### src/sv/altitude_vario_filter_unit_macros.svh
// ----------------------------------------------------------------------------
// Assertion macros for the altitude vario filter unit
// Clocked on clk_i, disabled while rst_ni is low.
// ----------------------------------------------------------------------------
`ifndef ALTITUDE_VARIO_FILTER_UNIT_MACROS_SVH
`define ALTITUDE_VARIO_FILTER_UNIT_MACROS_SVH

// holds at every clock edge out of reset
`define AVF_ASSERT(label, prop, msg) \
  label: assert property (@(posedge clk_i) disable iff (!rst_ni) (prop)) else $error(msg);

// antecedent now, consequent in the following cycle
`define AVF_ASSERT_NEXT(label, ante, cons, msg) \
  label: assert property (@(posedge clk_i) disable iff (!rst_ni) (ante) |=> (cons)) \
    else $error(msg);

`endif

### src/sv/avf_pkg.sv
// ----------------------------------------------------------------------------
// avf_pkg
// Widths, register codes and divider handoff types for the vario filter.
// ----------------------------------------------------------------------------
package avf_pkg;

  localparam int ALT_W      = 23;  // altitude sample width
  localparam int RATE_W     = 16;  // climb / vario width
  localparam int SENS_W     = 3;
  localparam int SPAN_W     = 2;
  localparam int CFG_IDX_W  = 1;
  localparam int CFG_DATA_W = 3;
  localparam int CNT_W      = 5;   // holds any window length up to 30
  localparam int DVS_W      = 5;   // divisor width
  localparam int DIV_W      = 27;  // sum of up to ten 23-bit samples

  localparam int DEF_ALT_TAPS           = 10;
  localparam int DEF_VARIO_SLOTS        = 24;
  localparam int DEF_SAMPLES_PER_SECOND = 8;
  localparam int DEF_LONG_SLOTS         = 30;

  localparam logic [CFG_IDX_W-1:0] CFG_VARIO_SENS = 1'b0;
  localparam logic [CFG_IDX_W-1:0] CFG_CLIMB_SPAN = 1'b1;

  localparam logic [SENS_W-1:0] SENS_RST = 3'd3;
  localparam logic [SPAN_W-1:0] SPAN_RST = 2'd1;

  typedef struct packed {
    logic                    start;
    logic signed [DIV_W-1:0] dividend;
    logic [DVS_W-1:0]        divisor;
  } avf_div_req_t;

  typedef struct packed {
    logic                    done;
    logic                    busy;
    logic signed [DIV_W-1:0] quotient;
  } avf_div_rsp_t;

endpackage

### src/sv/avf_div.sv
// ----------------------------------------------------------------------------
// avf_div
// Shared signed divider, restoring, one quotient bit per cycle, truncates
// toward zero.
// ----------------------------------------------------------------------------
module avf_div import avf_pkg::*; (
  input  logic         clk_i,
  input  logic         rst_ni,
  input  avf_div_req_t req_i,
  output avf_div_rsp_t rsp_o
);

  localparam int CW = $clog2(DIV_W);

  logic             busy_q;
  logic             done_q;
  logic             neg_q;
  logic [CW-1:0]    cnt_q;
  logic [DIV_W-1:0] num_q;
  logic [DVS_W-1:0] rem_q;
  logic [DVS_W-1:0] dvs_q;

  logic [DVS_W:0]   rem_sh;
  logic [DVS_W:0]   rem_sub;
  logic             fits;
  logic [DIV_W-1:0] mag_in;

  always_comb begin
    rem_sh  = {rem_q, num_q[DIV_W-1]};
    rem_sub = rem_sh - {1'b0, dvs_q};
    fits    = (rem_sh >= {1'b0, dvs_q});
    mag_in  = req_i.dividend[DIV_W-1] ? (~req_i.dividend + 1'b1) : req_i.dividend;
  end

  always_ff @(posedge clk_i or negedge rst_ni) begin
    if (!rst_ni) begin
      busy_q <= 1'b0;
      done_q <= 1'b0;
      neg_q  <= 1'b0;
      cnt_q  <= '0;
      num_q  <= '0;
      rem_q  <= '0;
      dvs_q  <= '0;
    end else begin
      done_q <= 1'b0;
      if (req_i.start) begin
        busy_q <= 1'b1;
        neg_q  <= req_i.dividend[DIV_W-1];
        num_q  <= mag_in;
        rem_q  <= '0;
        dvs_q  <= req_i.divisor;
        cnt_q  <= '0;
      end else if (busy_q) begin
        // quotient bits shift in as dividend bits shift out
        num_q <= {num_q[DIV_W-2:0], fits};
        rem_q <= fits ? rem_sub[DVS_W-1:0] : rem_sh[DVS_W-1:0];
        cnt_q <= cnt_q + 1'b1;
        if (cnt_q == CW'(DIV_W - 1)) begin
          busy_q <= 1'b0;
          done_q <= 1'b1;
        end
      end
    end
  end

  always_comb begin
    rsp_o.done     = done_q;
    rsp_o.busy     = busy_q;
    rsp_o.quotient = neg_q ? $signed(~num_q + 1'b1) : $signed(num_q);
  end

endmodule

### src/sv/altitude_vario_filter_unit.sv
// ----------------------------------------------------------------------------
// altitude_vario_filter_unit
// Altitude moving average, climb rate, vario rate and long climb average.
// ----------------------------------------------------------------------------
// One raw altitude word in on in_valid_i/in_ready_o, one result word out on
// out_valid_o/out_ready_i. cfg_we_i writes the vario window setting (index 0)
// or the long window span (index 1); write only while no word is in flight.
// A sequencer walks each window through one accumulator and hands every sum
// to one shared bit-serial divider. Every word runs the altitude window, the
// climb step and the vario window of vn entries; a sample that closes a
// second also runs the one-second ring and the long window of ln entries,
// where vn = 4*sensitivity capped at VARIO_SLOTS (12 at defaults) and
// ln = 10*span capped at LONG_SLOTS. The sums take one entry per cycle.
// in_ready_o is high only while the sequencer is idle. A finished result sits
// in the output register; the next word may be accepted while it waits, and
// the sequencer holds its following result until the receiver takes it.
// Reset clears all windows and rings to zero, arms first-sample handling and
// loads the register defaults (sensitivity 3, span 1).
// ----------------------------------------------------------------------------
`include "altitude_vario_filter_unit_macros.svh"

module altitude_vario_filter_unit import avf_pkg::*; #(
  parameter int ALT_TAPS           = DEF_ALT_TAPS,
  parameter int VARIO_SLOTS        = DEF_VARIO_SLOTS,
  parameter int SAMPLES_PER_SECOND = DEF_SAMPLES_PER_SECOND,
  parameter int LONG_SLOTS         = DEF_LONG_SLOTS
) (
  input  logic                    clk_i,
  input  logic                    rst_ni,
  input  logic                    in_valid_i,
  output logic                    in_ready_o,
  input  logic signed [ALT_W-1:0] altitude_cm_i,
  output logic                    out_valid_o,
  input  logic                    out_ready_i,
  output logic signed [ALT_W-1:0]  filtered_altitude_cm_o,
  output logic signed [RATE_W-1:0] instant_climb_o,
  output logic signed [RATE_W-1:0] vario_rate_o,
  output logic signed [RATE_W-1:0] long_climb_o,
  output logic                     average_updated_o,
  input  logic                    cfg_we_i,
  input  logic [CFG_IDX_W-1:0]    cfg_idx_i,
  input  logic [CFG_DATA_W-1:0]   cfg_data_i
);

  localparam int AW = (ALT_TAPS > 1) ? $clog2(ALT_TAPS) : 1;
  localparam int VW = $clog2(VARIO_SLOTS);
  localparam int SW = $clog2(SAMPLES_PER_SECOND);
  localparam int LW = $clog2(LONG_SLOTS);

  localparam logic signed [DIV_W-1:0] SAT_HI = DIV_W'(32767);
  localparam logic signed [DIV_W-1:0] SAT_LO = -DIV_W'(32768);

  typedef enum logic [3:0] {
    S_IDLE, S_ALT_SUM, S_ALT_DIV, S_CLIMB, S_VAR_SUM, S_VAR_DIV,
    S_SEC_SUM, S_SEC_DIV, S_LONG_SUM, S_LONG_DIV, S_DONE
  } state_e;

  state_e state_q;

  logic [SENS_W-1:0] sens_q;
  logic [SPAN_W-1:0] span_q;

  logic signed [ALT_W-1:0]  win_q   [ALT_TAPS];
  logic signed [RATE_W-1:0] vring_q [VARIO_SLOTS];
  logic signed [RATE_W-1:0] sring_q [SAMPLES_PER_SECOND];
  logic signed [RATE_W-1:0] lring_q [LONG_SLOTS];
  logic [VW-1:0] vslot_q;
  logic [SW-1:0] sslot_q;
  logic [LW-1:0] lslot_q;

  logic signed [ALT_W-1:0]  raw_q;
  logic signed [ALT_W-1:0]  prev_q;
  logic                     first_q;
  logic signed [ALT_W-1:0]  filt_q;
  logic signed [RATE_W-1:0] climb_q;
  logic signed [RATE_W-1:0] vario_q;
  logic signed [RATE_W-1:0] held_q;
  logic                     upd_q;

  logic signed [DIV_W-1:0] acc_q;
  logic [CNT_W-1:0]        idx_q;
  logic                    div_go_q;
  logic [DVS_W-1:0]        dvs_q;

  logic                     out_valid_q;
  logic signed [ALT_W-1:0]  out_filt_q;
  logic signed [RATE_W-1:0] out_climb_q;
  logic signed [RATE_W-1:0] out_vario_q;
  logic signed [RATE_W-1:0] out_avg_q;
  logic                     out_upd_q;

  avf_div_req_t div_req;
  avf_div_rsp_t div_rsp;

  logic [SENS_W-1:0]       sens_eff;
  logic [CNT_W-1:0]        vn_raw, vn, ln_raw, ln, limit;
  logic [CNT_W-1:0]        vnext, snext, lnext;
  logic signed [ALT_W-1:0] elem;
  logic signed [ALT_W-1:0] prev_use;
  logic signed [ALT_W:0]   diff;
  logic signed [DIV_W-1:0] scaled;
  logic signed [RATE_W-1:0] climb_c;
  logic                    accept;
  logic                    out_free;
  logic                    out_load;
  logic                    div_wait;

  assign accept   = in_valid_i && in_ready_o;
  assign out_free = !out_valid_q || out_ready_i;
  assign out_load = (state_q == S_DONE) && out_free;
  assign div_wait = (state_q == S_ALT_DIV) || (state_q == S_VAR_DIV) ||
                    (state_q == S_SEC_DIV) || (state_q == S_LONG_DIV);

  always_comb begin
    sens_eff = (sens_q == '0) ? SENS_W'(1) : sens_q;
    vn_raw   = {sens_eff, 2'b00};
    vn       = (vn_raw > CNT_W'(VARIO_SLOTS)) ? CNT_W'(VARIO_SLOTS) : vn_raw;
    ln_raw   = {span_q, 3'b000} + {2'b00, span_q, 1'b0};
    ln       = (ln_raw > CNT_W'(LONG_SLOTS)) ? CNT_W'(LONG_SLOTS) : ln_raw;

    vnext = CNT_W'(vslot_q) + CNT_W'(1);
    snext = CNT_W'(sslot_q) + CNT_W'(1);
    lnext = CNT_W'(lslot_q) + CNT_W'(1);

    unique case (state_q)
      S_ALT_SUM: begin
        limit = CNT_W'(ALT_TAPS);
        elem  = win_q[idx_q[AW-1:0]];
      end
      S_VAR_SUM: begin
        limit = vn;
        elem  = ALT_W'(vring_q[idx_q[VW-1:0]]);
      end
      S_SEC_SUM: begin
        limit = CNT_W'(SAMPLES_PER_SECOND);
        elem  = ALT_W'(sring_q[idx_q[SW-1:0]]);
      end
      S_LONG_SUM: begin
        limit = ln;
        elem  = ALT_W'(lring_q[idx_q[LW-1:0]]);
      end
      default: begin
        limit = CNT_W'(1);
        elem  = '0;
      end
    endcase

    // climb = 8 * change of the filtered altitude, saturated
    prev_use = first_q ? raw_q : prev_q;
    diff     = $signed({filt_q[ALT_W-1], filt_q}) -
               $signed({prev_use[ALT_W-1], prev_use});
    scaled   = DIV_W'(diff) <<< 3;
    if (scaled > SAT_HI) begin
      climb_c = RATE_W'(32767);
    end else if (scaled < SAT_LO) begin
      climb_c = -RATE_W'(32768);
    end else begin
      climb_c = scaled[RATE_W-1:0];
    end
  end

  always_comb begin
    div_req.start    = div_go_q;
    div_req.dividend = acc_q;
    div_req.divisor  = dvs_q;
  end

  avf_div u_div (
    .clk_i  (clk_i),
    .rst_ni (rst_ni),
    .req_i  (div_req),
    .rsp_o  (div_rsp)
  );

  always_ff @(posedge clk_i or negedge rst_ni) begin
    if (!rst_ni) begin
      state_q     <= S_IDLE;
      sens_q      <= SENS_RST;
      span_q      <= SPAN_RST;
      win_q       <= '{default: '0};
      vring_q     <= '{default: '0};
      sring_q     <= '{default: '0};
      lring_q     <= '{default: '0};
      vslot_q     <= '0;
      sslot_q     <= '0;
      lslot_q     <= '0;
      raw_q       <= '0;
      prev_q      <= '0;
      first_q     <= 1'b1;
      filt_q      <= '0;
      climb_q     <= '0;
      vario_q     <= '0;
      held_q      <= '0;
      upd_q       <= 1'b0;
      acc_q       <= '0;
      idx_q       <= '0;
      div_go_q    <= 1'b0;
      dvs_q       <= '0;
      out_valid_q <= 1'b0;
      out_filt_q  <= '0;
      out_climb_q <= '0;
      out_vario_q <= '0;
      out_avg_q   <= '0;
      out_upd_q   <= 1'b0;
    end else begin
      div_go_q <= 1'b0;
      if (out_load) begin
        out_valid_q <= 1'b1;
      end else if (out_valid_q && out_ready_i) begin
        out_valid_q <= 1'b0;
      end

      if (cfg_we_i) begin
        case (cfg_idx_i)
          CFG_VARIO_SENS: sens_q <= cfg_data_i;
          CFG_CLIMB_SPAN: span_q <= cfg_data_i[SPAN_W-1:0];
          default: ;
        endcase
      end

      unique case (state_q)
        S_IDLE: begin
          if (accept) begin
            win_q[0] <= altitude_cm_i;
            for (int i = 1; i < ALT_TAPS; i++) begin
              win_q[i] <= win_q[i-1];
            end
            raw_q   <= altitude_cm_i;
            upd_q   <= 1'b0;
            acc_q   <= '0;
            idx_q   <= '0;
            state_q <= S_ALT_SUM;
          end
        end

        S_ALT_SUM, S_VAR_SUM, S_SEC_SUM, S_LONG_SUM: begin
          acc_q <= acc_q + DIV_W'(elem);
          idx_q <= idx_q + CNT_W'(1);
          if (idx_q == limit - CNT_W'(1)) begin
            div_go_q <= 1'b1;
            dvs_q    <= limit;
            priority case (state_q)
              S_ALT_SUM: state_q <= S_ALT_DIV;
              S_VAR_SUM: state_q <= S_VAR_DIV;
              S_SEC_SUM: state_q <= S_SEC_DIV;
              default:   state_q <= S_LONG_DIV;
            endcase
          end
        end

        S_ALT_DIV: begin
          if (div_rsp.done) begin
            filt_q  <= div_rsp.quotient[ALT_W-1:0];
            state_q <= S_CLIMB;
          end
        end

        S_CLIMB: begin
          climb_q <= climb_c;
          prev_q  <= filt_q;
          first_q <= 1'b0;
          if (vnext >= vn) begin
            vslot_q    <= '0;
            vring_q[0] <= climb_c;
          end else begin
            vslot_q                  <= vnext[VW-1:0];
            vring_q[vnext[VW-1:0]]   <= climb_c;
          end
          if (span_q != '0) begin
            if (snext >= CNT_W'(SAMPLES_PER_SECOND)) begin
              sslot_q    <= '0;
              sring_q[0] <= climb_c;
            end else begin
              sslot_q                <= snext[SW-1:0];
              sring_q[snext[SW-1:0]] <= climb_c;
            end
          end
          acc_q   <= '0;
          idx_q   <= '0;
          state_q <= S_VAR_SUM;
        end

        S_VAR_DIV: begin
          if (div_rsp.done) begin
            vario_q <= div_rsp.quotient[RATE_W-1:0];
            acc_q   <= '0;
            idx_q   <= '0;
            if (span_q == '0) begin
              held_q  <= div_rsp.quotient[RATE_W-1:0];
              state_q <= S_DONE;
            end else if (sslot_q == '0) begin
              state_q <= S_SEC_SUM;
            end else begin
              state_q <= S_DONE;
            end
          end
        end

        S_SEC_DIV: begin
          if (div_rsp.done) begin
            if (lnext >= ln) begin
              lslot_q    <= '0;
              lring_q[0] <= div_rsp.quotient[RATE_W-1:0];
            end else begin
              lslot_q                <= lnext[LW-1:0];
              lring_q[lnext[LW-1:0]] <= div_rsp.quotient[RATE_W-1:0];
            end
            acc_q   <= '0;
            idx_q   <= '0;
            state_q <= S_LONG_SUM;
          end
        end

        S_LONG_DIV: begin
          if (div_rsp.done) begin
            held_q  <= div_rsp.quotient[RATE_W-1:0];
            upd_q   <= 1'b1;
            state_q <= S_DONE;
          end
        end

        S_DONE: begin
          if (out_free) begin
            out_filt_q  <= filt_q;
            out_climb_q <= climb_q;
            out_vario_q <= vario_q;
            out_avg_q   <= held_q;
            out_upd_q   <= upd_q;
            state_q     <= S_IDLE;
          end
        end

        default: state_q <= S_IDLE;
      endcase
    end
  end

  assign in_ready_o             = (state_q == S_IDLE);
  assign out_valid_o            = out_valid_q;
  assign filtered_altitude_cm_o = out_filt_q;
  assign instant_climb_o        = out_climb_q;
  assign vario_rate_o           = out_vario_q;
  assign long_climb_o           = out_avg_q;
  assign average_updated_o      = out_upd_q;

  `AVF_ASSERT(a_div_done_in_wait, !div_rsp.done || div_wait, "divider result outside a wait state")
  `AVF_ASSERT(a_vslot_range, vslot_q < VW'(VARIO_SLOTS - 1) || vslot_q == VW'(VARIO_SLOTS - 1), "vario slot past ring")
  `AVF_ASSERT(a_upd_needs_span, !(out_valid_q && out_upd_q) || span_q != '0, "average update with span zero")
  `AVF_ASSERT(a_idle_no_div, state_q != S_IDLE || (!div_go_q && !div_rsp.busy), "divider active while idle")
  `AVF_ASSERT_NEXT(a_accept_busy, accept, !in_ready_o, "ready held after accept")

endmodule

### config.mk
export PLATFORM = sky130hd
export DESIGN_NAME = altitude_vario_filter_unit
export DESIGN_NICKNAME = d
export VERILOG_FILES = /design/src/sv/avf_pkg.sv /design/src/sv/avf_div.sv /design/src/sv/altitude_vario_filter_unit.sv
export VERILOG_INCLUDE_DIRS = /design/src /design/src/sv
export SDC_FILE = /design/constraint.sdc
export NUM_CORES = 2
export LEC_CHECK = 0
export BUFFER_PORTS_ARGS = -buffer_cell sky130_fd_sc_hd__clkbuf_2
export CORE_MARGIN = 1
export CORE_UTILIZATION = 50
export DETAILED_ROUTE_END_ITERATION = 12
export GPL_ROUTABILITY_DRIVEN = 0
export PLACE_DENSITY = 0.66
export SLEW_MARGIN = 40
export SYNTH_ARGS = -nofsm -noshare
export SYNTH_HDL_FRONTEND = slang
export SYNTH_SLANG_ARGS = --single-unit
### constraint.sdc
create_clock -name clk_i -period 6.4 [get_ports clk_i]
set_input_delay 0.64 -clock clk_i [delete_from_list [all_inputs] [get_ports clk_i]]
set_output_delay 0.64 -clock clk_i [all_outputs]
set_load 0.02 [all_outputs]
==> metrics <==
outcome=complete, but fails checks; failing checks=design-rule violations; Synth Area in Compound Gates=between 10% and 20%; Post-DRT Antenna Nets=0; Worst Reg2Reg Path Length in Cells=20; Lkg Pwr=roughly 35 nW; Final HPWL DP=about 130 mm; initial antenna violation count=5; FF-to-FF setup slack=0.37 ns; crit end category=register; final setup TNS=0 ns; largest cells by area after synthesis=dfrtp_1 (53%), mux4_2 (8.9%), mux2_2 (6.6%); ys async rst share=100.0%; CP cell instances=buf_12 -> buf_12 -> mux4_2 -> mux2i_1 -> nor2_1 -> o41ai_1 -> buf_4 -> o221ai_1 -> ha_1 -> fa_1 -> a21oi_1 -> o2111ai_1 -> a31oi_1 -> o21ai_0 -> buf_4 -> a41o_1 -> a211o_1 -> a31oi_1 -> xor2_1 -> o21ai_0; WL/cell=between 20 and 25 µm; largest net degree at the start of global routing=154; nature of the critical path startpoint=register; CTS HTree Levels=4; RSZ-0062 raised after global routing=false; most frequent cells in the layout=dfrtp_1 (1417), nor2_1 (981), a21oi_1 (754); sequential power share=between 30% and 40%; Post-CTS Resized=0; row count=around 130; CP max FO=25; syn_area_per_cell=between 10 and 15 µm²; mapped cell area=67560 µm²; Largest stage delay, worst path=approximately 0.65 ns; mux share of post-synthesis cell area=between 15 and 20%; global-route usage over all layers=28.09%; fraction of layout cells with a size suffix above 1=21.93%; Nets=between 6000 and 7000; Clk network pwr share=between 20% and 30%; fin. max-slew vios=0; post-synthesis register bit count=1428; Worst-path clk slew=0.06 ns; Crit path buffers/inverters=4; final non-filler cell total=between 7000 and 8000; Max VDD drop=between 1.5 and 2 mV; slew at the pin with the worst max-slew slack=0.9231 ns; pwr/cell area=~480 nW/µm²; initial core utilization=between 50 and 60%; simple-gate share of the synthesized area=around a tenth; Max transition margin=approximately two fifths; Die Y=between 300 and 400 µm; final hold vios=0; switch share=between 40 and 50%; Hold Crit Endpoint=raw_q[12]; FILL cells=10930; max-cap violations=0; Post-CTS Setup Bufs=0; setup ws final=about 0.37 ns; sequential area share after synthesis=a little over half; Post-Place Cells=between 7000 and 8000; Internal Power=~0.021 W; Post-synth EDFFs=0; CP delay by family, top=compound AO/OA/AOI/OAI gates; vias in the first global route=roughly 48000; syn nets=around 6000; final core utilization=approximately 57%; largest family of logic cells by synthesized area=multiplexers; Max Fclk=between 0.15 and 0.2 GHz; Clock Skews=approximately 0.036 ns; clk sinks=1428; post-place setup slack=0.3988 ns; Synth Area in Adders=1.552%; CP Depth=20; largest area contributor in the netlist=dfrtp_1; Starting DRT DRC Count=about 5000; Die X=369.6 µm; combinational group share of total power=approximately 45%; DRC=20; Synth Area in XOR/XNOR=roughly 1.4%; HP Class=input pin to register; # IOs=106; hold path cells=2; via count=~50000; total congestion overflow=0; PortBufs=approximately 110; Num CTS Buffers=about 150; Syn. warnings=0; CTS tree=done; WP data arrival=between 6 and 7 ns; final setup vio count=0; Crit-path slowest cell=o41ai_1; Area Growth Syn to Fin=12.87%; Post-Syn Instances=about 6000; routed wire length=189.8 mm; Hold WS=~0.055 ns; Top FF cell, synth=dfrtp_1; top cell type's share of synthesized area=between 50% and 60%; Tcrit/Tclk final=between 90% and 100%; core area=133800 µm²; drt pass-1 iters=10; clock root buffer=clkbuf_16; commonest non-fill, non-tap cell in the layout=dfrtp_1; Clock Path Buffers=3; Die ar.=136600 µm²; first-pass GRT wire length=approximately 300 mm; reg-to-reg endpoint=acc_q[24]; Final min period=6.025 ns; clock latency on the worst-skew pair=0.82 ns; Hold Crit Start=altitude_cm_i[12]; Worst EP required=about 7 ns; kind of critical path=register to register; R2R Path Start=idx_q[0]; synth unique cells=78; vias per cell=between 6 and 7; Psw=~0.016 W
## metal layers
metal,GRT usage [%],share of wire [%],vias to the layer above
li1,-,-,21630
met1,39.59,43,24900
met2,44.25,47,1705
met3,4.657,6.7,315
met4,9.528,3.1,6
met5,0,0.021,-
## sequential cells by signal (all words and copies together), names as in the netlist, 27 cells and up
signal	flops
acc_q	27
lring_q	480
sring_q	112
u_div.num_q	27
vring_q	336
win_q	207
## cell type report
| type | instances | area [µm²] | area share (%) |
|---|---|---|---|
| diodes | 1 | 2.502 | 0.003282 |
| clock buffers | 227 | 4404 | 5.776 |
| clock inverters | 50 | 742.0 | 0.9730 |
| inverters | 61 | 231.5 | 0.3035 |
| multi-input cells | 4010 | 29960 | 39.29 |
| flip-flops and latches | 1428 | 35760 | 46.89 |
| well taps | 1768 | 2212 | 2.901 |
| repair buffers | 333 | 2948 | 3.866 |
## worst register-to-register path, delay by kind of cell, from the launching register on
family | cells | cell delay [ns]
flip-flops | 1 | 0.62
AND/OR/NAND/NOR | 1 | 0.09
XOR/XNOR | 1 | 0.17
adder cells (fa/ha/maj) | 2 | 0.69
AO/OA/AOI/OAI | 10 | 2.65
buffers and inverters | 4 | 0.98
multiplexers | 2 | 0.69
## kinds of logic (layout without fill, tap and decap cells)
group | after synthesis | after routing
AOI/OAI and AO/OA | 1469 | 1469
DFF | 1428 | 1428
adders and majority gates | 82 | 82
muxes | 818 | 818
and+or+nand+nor | 1534 | 1534
xor gates and xnor gates | 107 | 107
other | 0 | 1
buffers and inverters | 594 | 671
## through the flow
stage                     total power, W  instance area, µm²
after floorplan                  0.02297               67560
after global routing             0.03845               76250
after detailed placement         0.02791               71020
after global placement           0.02754               70370
final                            0.03697               76260
after CTS                        0.03698               76170
## worst max-delay path by stage
stage                   from         to  slack (ns)
floorplan           idx_q[0]  acc_q[24]        0.86
global placement    idx_q[0]  acc_q[24]        0.48
detailed placement  idx_q[0]  acc_q[24]        0.40
CTS                 idx_q[0]  acc_q[24]        0.37
global route        idx_q[0]  acc_q[24]        0.07
finish              idx_q[0]  acc_q[24]        0.37
## Yosys cell counts, types with 37 or more instances
cell,n
dfrtp_1,1424
nor2_1,1010
a21oi_1,755
mux2_2,393
clkbuf_1,314
nand2_1,296
mux4_2,268
a41oi_1,207
o21ai_0,203
mux2i_1,157
buf_1,111
ha_1,79
buf_2,72
inv_1,60
xnor2_1,60
o22ai_1,58
xor2_1,47
nand3_1,38
and3_1,37
## timing repair
item | CTS | global route
setup endpoints to repair | 0 | 0
hold buffers | 1 | 0
hold endpoints to repair | 114 | 0
## power by group through the flow
| stage | clock network, W | logic, W | registers, W |
|---|---|---|---|
| 2_1_floorplan | 0 | 0.0120 | 0.0109 |
| 3_3_place_gp | 0 | 0.0160 | 0.0115 |
| 3_5_place_dp | 0 | 0.0164 | 0.0116 |
| 4_1_cts | 0.00917 | 0.0164 | 0.0114 |
| 5_1_grt | 0.00956 | 0.0173 | 0.0116 |
| 6_report | 0.00905 | 0.0165 | 0.0114 |
No activity file was read; power rests on OpenSTA's default activity.
